[src/hld_pkg.sv]
`timescale 1ns / 1ps
`default_nettype none
// ----------------------------------------------------------------------------
// hld_pkg: shared definitions for the hex line display loader
// Character codes, parameter defaults, the emit sequencer states and the
// hex digit decoder.
// ----------------------------------------------------------------------------
package hld_pkg;

	// Parameter defaults.
	localparam int DISPLAY_BYTES_DEF = 32;
	localparam int LINE_LIMIT_DEF    = 256;

	// Character codes.
	localparam logic [7:0] CHAR_AT = 8'h40;
	localparam logic [7:0] CHAR_LF = 8'h0A;

	// Emit sequencer states.
	typedef enum logic [1:0] {
		ST_IDLE,
		ST_READ,
		ST_OUT
	} state_t;

	// Result of decoding one character as a hex digit.
	typedef struct packed {
		logic       ok;
		logic [3:0] value;
	} hex_t;

	// Decodes 0-9, a-f and A-F; anything else is not a digit.
	function automatic hex_t hex_decode(input logic [7:0] c);
		hex_t r;
		r.ok    = 1'b1;
		r.value = 4'h0;
		if (c >= 8'h30 && c <= 8'h39) begin
			r.value = c[3:0];
		end else if ((c >= 8'h61 && c <= 8'h66) || (c >= 8'h41 && c <= 8'h46)) begin
			// Letters a-f and A-F share their low three bits: 1..6 maps to 10..15.
			r.value = 4'(c[2:0] + 3'd1) + 4'd8;
		end else begin
			r.ok = 1'b0;
		end
		return r;
	endfunction

endpackage
`default_nettype wire

[src/hex_line_display_loader.sv]
`timescale 1ns / 1ps
`default_nettype none
// A newline that ends an '@' line starts the image emit; its first byte is
// read in the read state and shown in the output state.
// Throughput: one character per cycle outside an emit; each image byte of the
// emit takes a memory read, then the output register, stalls extending it.
// Reset: asynchronous, active low; clears the line state and the byte count, so
// the display memory needs no clearing pass.
// ----------------------------------------------------------------------------
// hex_line_display_loader: collects characters into lines and loads a display
// Parses '@' lines of hex digit pairs into a display memory and emits the
// whole image at the newline, unwritten bytes reading as zero.
// ----------------------------------------------------------------------------
module hex_line_display_loader #(
	parameter int DISPLAY_BYTES = hld_pkg::DISPLAY_BYTES_DEF,
	parameter int LINE_LIMIT    = hld_pkg::LINE_LIMIT_DEF
) (
	input  wire logic       clk,
	input  wire logic       arst_n,
	input  wire logic       in_valid,
	output logic            in_stall,
	input  wire logic [7:0] rx_byte,
	output logic            out_valid,
	input  wire logic       out_stall,
	output logic [7:0]      display_byte,
	output logic [5:0]      byte_index,
	output logic            last
);

	localparam int AW = (DISPLAY_BYTES > 1) ? $clog2(DISPLAY_BYTES) : 1;
	localparam int CW = $clog2(DISPLAY_BYTES + 1);
	localparam int LW = $clog2(LINE_LIMIT);
	localparam logic [LW-1:0] LINE_MAX = LW'(LINE_LIMIT - 1);
	localparam logic [CW-1:0] FULL     = CW'(DISPLAY_BYTES);
	localparam logic [AW-1:0] LAST_IDX = AW'(DISPLAY_BYTES - 1);

	hld_pkg::state_t state_q, state_d;

	logic [LW-1:0] line_count_q;
	logic          cmd_q;
	logic          stopped_q;
	logic          half_q;
	logic [3:0]    upper_q;
	logic [CW-1:0] written_q;
	logic [CW-1:0] emit_cnt_q;
	logic [AW-1:0] idx_q;
	logic [7:0]    mem [DISPLAY_BYTES];
	logic [7:0]    rd_data_q;

	logic          in_xfer;
	logic          out_xfer;
	logic          overrun;
	logic          is_lf;
	logic          start_emit;
	logic          full;
	hld_pkg::hex_t dig;
	logic          wr_en;

	assign in_xfer    = in_valid && !in_stall;
	assign out_xfer   = out_valid && !out_stall;
	assign overrun    = (line_count_q >= LINE_MAX);
	assign is_lf      = (rx_byte == hld_pkg::CHAR_LF);
	assign start_emit = in_xfer && !overrun && is_lf && cmd_q;
	assign full       = (written_q == FULL);
	assign dig        = hld_pkg::hex_decode(rx_byte);

	// A byte is stored when a low digit completes a pair on an active '@' line.
	assign wr_en = in_xfer && !overrun && !is_lf && line_count_q != '0 && cmd_q &&
		!stopped_q && !full && half_q && dig.ok;

	// Emit sequencer state register.
	always_ff @(posedge clk or negedge arst_n) begin
		if (!arst_n) begin
			state_q <= hld_pkg::ST_IDLE;
		end else begin
			state_q <= state_d;
		end
	end

	// Next state and handshake outputs.
	always_comb begin
		state_d   = state_q;
		in_stall  = 1'b1;
		out_valid = 1'b0;
		unique case (state_q)
			hld_pkg::ST_IDLE: begin
				in_stall = 1'b0;
				if (start_emit) begin
					state_d = hld_pkg::ST_READ;
				end
			end
			hld_pkg::ST_READ: begin
				state_d = hld_pkg::ST_OUT;
			end
			hld_pkg::ST_OUT: begin
				out_valid = 1'b1;
				if (!out_stall) begin
					state_d = (idx_q == LAST_IDX) ? hld_pkg::ST_IDLE : hld_pkg::ST_READ;
				end
			end
			default: begin
				state_d = hld_pkg::ST_IDLE;
			end
		endcase
	end

	// Line and parse state; every line end or overrun clears it.
	always_ff @(posedge clk or negedge arst_n) begin
		if (!arst_n) begin
			line_count_q <= '0;
			cmd_q        <= 1'b0;
			stopped_q    <= 1'b0;
			half_q       <= 1'b0;
			upper_q      <= 4'h0;
			written_q    <= '0;
		end else if (in_xfer) begin
			if (overrun || is_lf) begin
				line_count_q <= '0;
				cmd_q        <= 1'b0;
				stopped_q    <= 1'b0;
				half_q       <= 1'b0;
				upper_q      <= 4'h0;
				written_q    <= '0;
			end else begin
				line_count_q <= line_count_q + LW'(1);
				if (line_count_q == '0) begin
					cmd_q <= (rx_byte == hld_pkg::CHAR_AT);
				end else if (cmd_q) begin
					if (stopped_q || full) begin
						stopped_q <= 1'b1;
					end else if (!half_q) begin
						// A NUL is not a digit, so it stops parsing here as well.
						if (!dig.ok) begin
							stopped_q <= 1'b1;
						end else begin
							upper_q <= dig.value;
							half_q  <= 1'b1;
						end
					end else begin
						half_q <= 1'b0;
						if (!dig.ok) begin
							stopped_q <= 1'b1;
						end else begin
							written_q <= written_q + CW'(1);
							if (written_q + CW'(1) == FULL) begin
								stopped_q <= 1'b1;
							end
						end
					end
				end
			end
		end
	end

	// Emit counters: the byte count is captured at the newline, the index walks
	// the image.
	always_ff @(posedge clk or negedge arst_n) begin
		if (!arst_n) begin
			emit_cnt_q <= '0;
			idx_q      <= '0;
		end else if (start_emit) begin
			emit_cnt_q <= written_q;
			idx_q      <= '0;
		end else if (out_xfer && idx_q != LAST_IDX) begin
			idx_q <= idx_q + AW'(1);
		end
	end

	// Display memory. Writes happen only while idle and reads only during an
	// emit, so the two ports never touch the same entry in one cycle.
	always_ff @(posedge clk) begin
		if (wr_en) begin
			mem[written_q[AW-1:0]] <= {upper_q, dig.value};
		end
		if (state_q == hld_pkg::ST_READ) begin
			rd_data_q <= mem[idx_q];
		end
	end

	// Output payload; entries beyond the byte count were not written this line.
	assign display_byte = (CW'(idx_q) < emit_cnt_q) ? rd_data_q : 8'h00;
	assign byte_index   = 6'(idx_q);
	assign last         = (idx_q == LAST_IDX);

endmodule
`default_nettype wire

[config.mk]
export PLATFORM = sky130hd
export DESIGN_NAME = hex_line_display_loader
export DESIGN_NICKNAME = d
export VERILOG_FILES = /design/src/hld_pkg.sv /design/src/hex_line_display_loader.sv
export SDC_FILE = /design/constraint.sdc
export NUM_CORES = 1
export LEC_CHECK = 0
export BUFFER_PORTS_ARGS = -buffer_cell sky130_fd_sc_hd__buf_4
export CAP_MARGIN = 25
export CORE_MARGIN = 2
export CORE_UTILIZATION = 60
export CTS_CLUSTER_SIZE = 10
export DETAILED_ROUTE_END_ITERATION = 8
export PLACE_DENSITY_LB_ADDON = 0.12
export SLEW_MARGIN = 40
export SYNTH_ARGS = -nofsm -noshare
export SYNTH_HDL_FRONTEND = slang
export SYNTH_SLANG_ARGS = --single-unit
[constraint.sdc]
create_clock -name clk -period 2.75 [get_ports clk]
set_input_delay 0.55 -clock clk [delete_from_list [all_inputs] [get_ports clk]]
set_output_delay 0.55 -clock clk [all_outputs]
set_load 0.005 [all_outputs]
# Word level (Yosys, flattened, before mapping)

Memory sizes are Yosys's and may differ from the RTL's. A register that Yosys moved wholly into a read port is not among the register bits.
Cells that the tools add are included.

Bitwise gates (word level): 0
Divide/modulo/power cells: 0
Reduce and logical (&&, ||, !) cells: 38
$add $sub $neg: 5
Shift operators: 0
Magnitude comparators: 8
Multiplexer cells: 44
$mul: 0
Equality and inequality tests: 15

Operators by type and width:

| kind                                                | number |
|---|---|
| 2-to-1 mux 6 bit                                    | 6 |
| 2-to-1 mux 4 bit                                    | 8 |
| 2-to-1 mux 1 bit                                    | 23 |
| >= comparator 8 x 7 -> 1 bit, second input constant | 2 |
| <= comparator 8 x 7 -> 1 bit, second input constant | 2 |
| logical AND 1 bit                                   | 16 |
| 2-to-1 mux 8 bit                                    | 2 |
| equality test 6 bit, second input constant          | 2 |
| AND reduction 6 bit                                 | 2 |
| 2-to-1 mux 5 bit                                    | 2 |
| nonzero test 2 bit                                  | 5 |
| adder 8 x 1 -> 8 bit, second input constant         | 1 |
| equality test 8 x 4 -> 1 bit, second input constant | 1 |
| equality test 8 x 7 -> 1 bit, second input constant | 1 |
| >= comparator 8 x 6 -> 1 bit, second input constant | 1 |
| >= comparator 8 bit, second input constant          | 1 |
| <= comparator 8 x 6 -> 1 bit, second input constant | 1 |
| zero test 8 bit                                     | 1 |
| inequality test 2 bit, second input constant        | 4 |
| nonzero test 8 bit                                  | 1 |
| adder 6 x 1 -> 6 bit, second input constant         | 1 |
| less-than comparator 5 x 6 -> 1 bit                 | 1 |
| one-hot mux 2 bit (3 select lines)                  | 1 |
| adder 5 x 1 -> 5 bit, second input constant         | 1 |
| other kinds (16)                                    | 24 |

Word-level logic and storage cells: 120
Output and inout port bits: 17
Bits in latches: 0
Memories kept: 1
Bits in writable memories: 256
Input port bits: 12
Flip-flop bits (word level): 34
Bits in read-only memories: 0

Memory list:

| name | depth | bits a word | rd ports | clocked after Yosys merged registers in | write ports | RTL line                      | text |
|---|---|---|---|---|---|---|---|
| mem  | 32    | 8           | 1        | 1                                       | 1           | hex_line_display_loader.sv:47 | `logic [7:0] mem [DISPLAY_BYTES];` |

# Longest topological paths before layout

Word-level depth: 12
Depth in mapped cells: 9
Mapped depth without buffers: 7

# Worst setup path before layout

OpenSTA, ideal clock, no wires.

Kind: input-to-reg
From: in rx_byte[3]
To: mem mem[0][2], data pin
Arrival: 2.606 ns
Data required time: 2.296 ns
Path buffers: 0
Stages on the path: 4
Library setup time: 0.454 ns
Slack: -0.310 ns
Cells stage by stage: nor4b_1 > o311a_2 > nand2_1 > o21ai_0

RTL lines:

| element            | RTL line                      | text |
|---|---|---|
| start: declaration | hex_line_display_loader.sv:22 | `input wire logic [7:0] rx_byte,` |
| end: declaration   | hex_line_display_loader.sv:47 |  |

# Final worst setup path

From: reg idx_q[1]
To: out display_byte[2]

Longest elaborated chain between the ends: 2

Ends and longest elaborated chain:

| element                             | RTL line                       | text |
|---|---|---|
| start: declaration                  | hex_line_display_loader.sv:46  | `logic [AW-1:0] idx_q;` |
| start signal: assignment            | hex_line_display_loader.sv:165 | `idx_q <= idx_q + AW'(1);` |
| less-than comparator 5 x 6 -> 1 bit | hex_line_display_loader.sv:181 | `assign display_byte = (CW'(idx_q) < emit_cnt_q) ? rd_data_q : 8'h00;` |
| 2-to-1 mux 8 bit                    | hex_line_display_loader.sv:181 |  |
| end: declaration                    | hex_line_display_loader.sv:25  | `output logic [7:0] display_byte,` |

Every way passes these cells.

==> summary.md <==
| Metric | Value |
|---|---|
| CTS tree | built |
| Starting Density | 61.0% |
| Critical path arrival | 2.23 ns |
| Avg Cell Area, Syn | 18.1 sq um |
| Finished Layout Cells | 1,064 |
| Tot GR Track Use | 25.3% |
| M3 GR Usage | 4.85% |
| Vias | 6,625 |
| Tot Pwr | 10.1 mW |
| Yosys top cell by area | edfxtp_1 |
| Initial antenna violation count | 2 |
| Fill cells | 1,271 |
| Met1 Usage GRT | 35.7% |
| Largest net degree at the start of global routing | 69 |
| Reg area | 8780 sq um |
| Lkg Pwr | 4.65 nW |
| Share of cells above drive strength 1 | 29.7% |
| Setup violators final | 8 |
| Syn nets | 709 |
| First-pass GRT wire length | 40,700 um |
| WL final | 26,200 um |
| Clk root buf | clkbuf_16 |
| Post-detailed-route count of antenna-violating nets | 0 |
| DR iter-0 viols | 777 |
| Vias in the first global route | 6,915 |
| Die area | 21,700 sq um |
| Clock Skew | 0.0146 ns |
| Multi-input logic area | 3440 sq um |
| Most used routing layer in global routing | met2 |
| Fin crit period | 2.78 ns |
| H-Tree Depth | 2 |
| Yosys reg bits | 298 |
| Final RePlAce weighted congestion | 0.851 |
| Max Slew Vio Count | 0 |
| Synth cell types | 57 |
| Startpoint types | flip-flop |
| GR Util met2 | 41.7% |
| Std cell rows | 52 |
| YS warnings | 0 |
| Drt wl/cell | 24.7 um |
| Number of diodes | 0 |
| Status | complete, but fails checks |
| Setup ws final | -0.0340 ns |
| Fin. Hold Viols | 0 |
| Post-Syn Area | 12,300 sq um |
| Final period util | 101% |
| Vias/cell | 6.23 |
| HPWL Detailed | 16,300 um |
| Post-synth top area share | 64.2% |
| Max cap viols | 0 |
| Seq/Total Area, Yosys | 71.1% |
| Critical Path Fanout Max | 8 |
| Failing checks | setup timing |
| CTS clock-pin slew for the worst setup and hold paths | 0.05 ns |
| Clock sinks | 298 |
| Gr ovfl total | 0 |
| DRT Pass-1 Iters | 5 |
| Hold Crit Class | input port to async pin |
| Area Growth Syn to Fin | 16.2% |
| Ports | 29 |
| Die extent in y | 147 um |
| Post-synth EDFFs | 264 |
| Relative slew slack | 45.5% |
| # DRC | 0 |
| Crit path required time | 2.20 ns |
| Port-buffer cells | 27 |
| Placement Cell Area | 13,300 sq um |
| Clock latency on the worst-skew pair | 0.50 ns |
| Post-Route Setup TNS | -0.144 ns |
| Placed insts | 1,015 |
| CTS max path bufs | 3 |
| Die Wd | 147 um |
| Total Nets Final | 811 |
| PD cells | 702 nW/um^2 |
| Post-synthesis cell count | 681 |
| Async SR Flop Fraction | 11.4% |
| TritonCTS buffer count | 35 |
| Critical path class | flip-flop to output port |
| CORE AREA | 20,200 sq um |
| F_max | 0.359 GHz |
| Worst reg-to-reg setup slack | 0.26 ns |
| RSZ-0062 raised after global routing | yes |
| CP endpoint kind | output port |
| Maximum VDD drop | 0.539 mV |
| Post-route design area | 14,300 sq um |
| Worst slew pin tran | 0.816 ns |
| Top_reg_cell synth | edfxtp_1 |
| Synth area leaders | edfxtp_1 64%, mux4_2 13%, dfrtp_1 6.9% |
## metrics by stage
| stage | hold WS, ns | util (%) | worst slack [ns] |
|---|---|---|---|
| final | 0.00322 | 70.9 | -0.0340 |
| after global routing | 0.0401 | 70.9 | -0.0846 |
| after CTS | 0.00872 | 70.9 | -0.0571 |
| after detailed placement | 0.479 | 65.7 | 0.0546 |
| after global placement | 0.473 | 65.7 | 0.127 |
| after floorplan | 0.254 | - | 0.181 |
## worst paths after layout
kind / startpoint / cells after the start / end
max in group asynchronous: arst_n / 1 / idx_q[0]$_DFFE_PN0P_
worst min-delay path: arst_n / 1 / line_count_q[7]$_DFFE_PN0P_
worst max register to register: idx_q[0]$_DFFE_PN0P_ / 4 / rd_data_q[3]$_DFFE_PN_
min in group clk: out_stall / 2 / state_q[1]$_DFFE_PN0P_
worst min register to register: stopped_q$_DFFE_PN0P_ / 2 / stopped_q$_DFFE_PN0P_
worst max-delay path: idx_q[1]$_DFFE_PN0P_ / 6 / display_byte[2]
## registers in the layout (all words and copies together) (netlist names)
register	cells
line_count_q	8
written_q	6
upper_q	4
emit_cnt_q	6
state_q	2
idx_q	5
stopped_q	1
mem	256
half_q	1
rd_data_q	8
cmd_q	1
## repair_timing
action	CTS	global route
hold buffers	0	0
pin swaps	3	1
endpoints found under the setup margin	8	8
resized for setup	30	1
buffers inserted	1	0
## per-layer routing
metal | wire length (um) | up-vias | share of wire [%]
met5 | 10 | - | 0.038
met4 | 592 | 2 | 2.3
met3 | 2000 | 50 | 7.6
met2 | 13100 | 275 | 50
met1 | 10500 | 3382 | 40
li1 | - | 2916 | -
## final cells by class
class	instances	area share [%]
multi-input cells	334	24.0
repair buffers	98	5.52
well taps	270	2.35
flip-flops and latches	298	61.2
inverters	16	0.419
clock inverters	1	0.0611
clock buffers	47	6.42
## power by group
part / switching (mW) / internal [mW]
combinational: 0.557 / 0.533
clock: 1.59 / 2.30
sequential: 0.0833 / 5.01
## placed cells by master (no fill, tap or decap), types with 6 or more instances in the layout
cell type  netlist  layout
nor3_1          10      10
nand2_1         35      35
inv_1           16      15
buf_4            4      90
o21ai_0         16      15
clkbuf_1        13      12
edfxtp_1       264     264
a21oi_1          6       6
mux4_2          72      72
clkbuf_16        0      35
dfrtp_1         34      32
ha_1            16      15
or3_1            6       6
mux2i_1         20      20
nor2_1          49      47
nand3_1          9       9
o21a_1           8       8
a22oi_1          8       8
## cells by family (layout without fill, tap and decap cells)
logic type | after synthesis | count (layout) | synth area share [%]
flip-flops | 298 | 298 | 71.1
buffers and inverters | 49 | 162 | 1.79
AO/OA/AOI/OAI | 74 | 74 | 4.15
multiplexers | 94 | 94 | 14.9
adder cells (fa/ha/maj) | 16 | 16 | 1.62
XOR/XNOR | 3 | 3 | 0.213
AND/OR/NAND/NOR | 146 | 146 | 6.12
other | 1 | 1 | 0.0304
## synth_stat cells (3+ instances only)
cell type / count
edfxtp_1: 264
mux4_2: 72
nor2_1: 49
nand2_1: 35
dfrtp_1: 34
mux2i_1: 20
ha_1: 16
inv_1: 16
o21ai_0: 16
clkbuf_1: 13
buf_2: 12
nor3_1: 10
a21boi_0: 9
nand3_1: 9
a22oi_1: 8
o21a_1: 8
a21oi_1: 6
or3_1: 6
nor2b_1: 5
o22ai_1: 5
and3_1: 4
buf_4: 4
nand3b_1: 4
nand4_1: 4
nand4_2: 4
a21o_1: 3
buf_1: 3
o211ai_1: 3
## critical path: stages (launching register included)
cell and delay (ns):
dfrtp_2 0.42, ha_4 0.24, a21o_1 0.15, a21o_1 0.17, a211o_4 0.42, a21boi_2 0.19, buf_4 0.14
No activity file was read; power rests on OpenSTA's default activity.
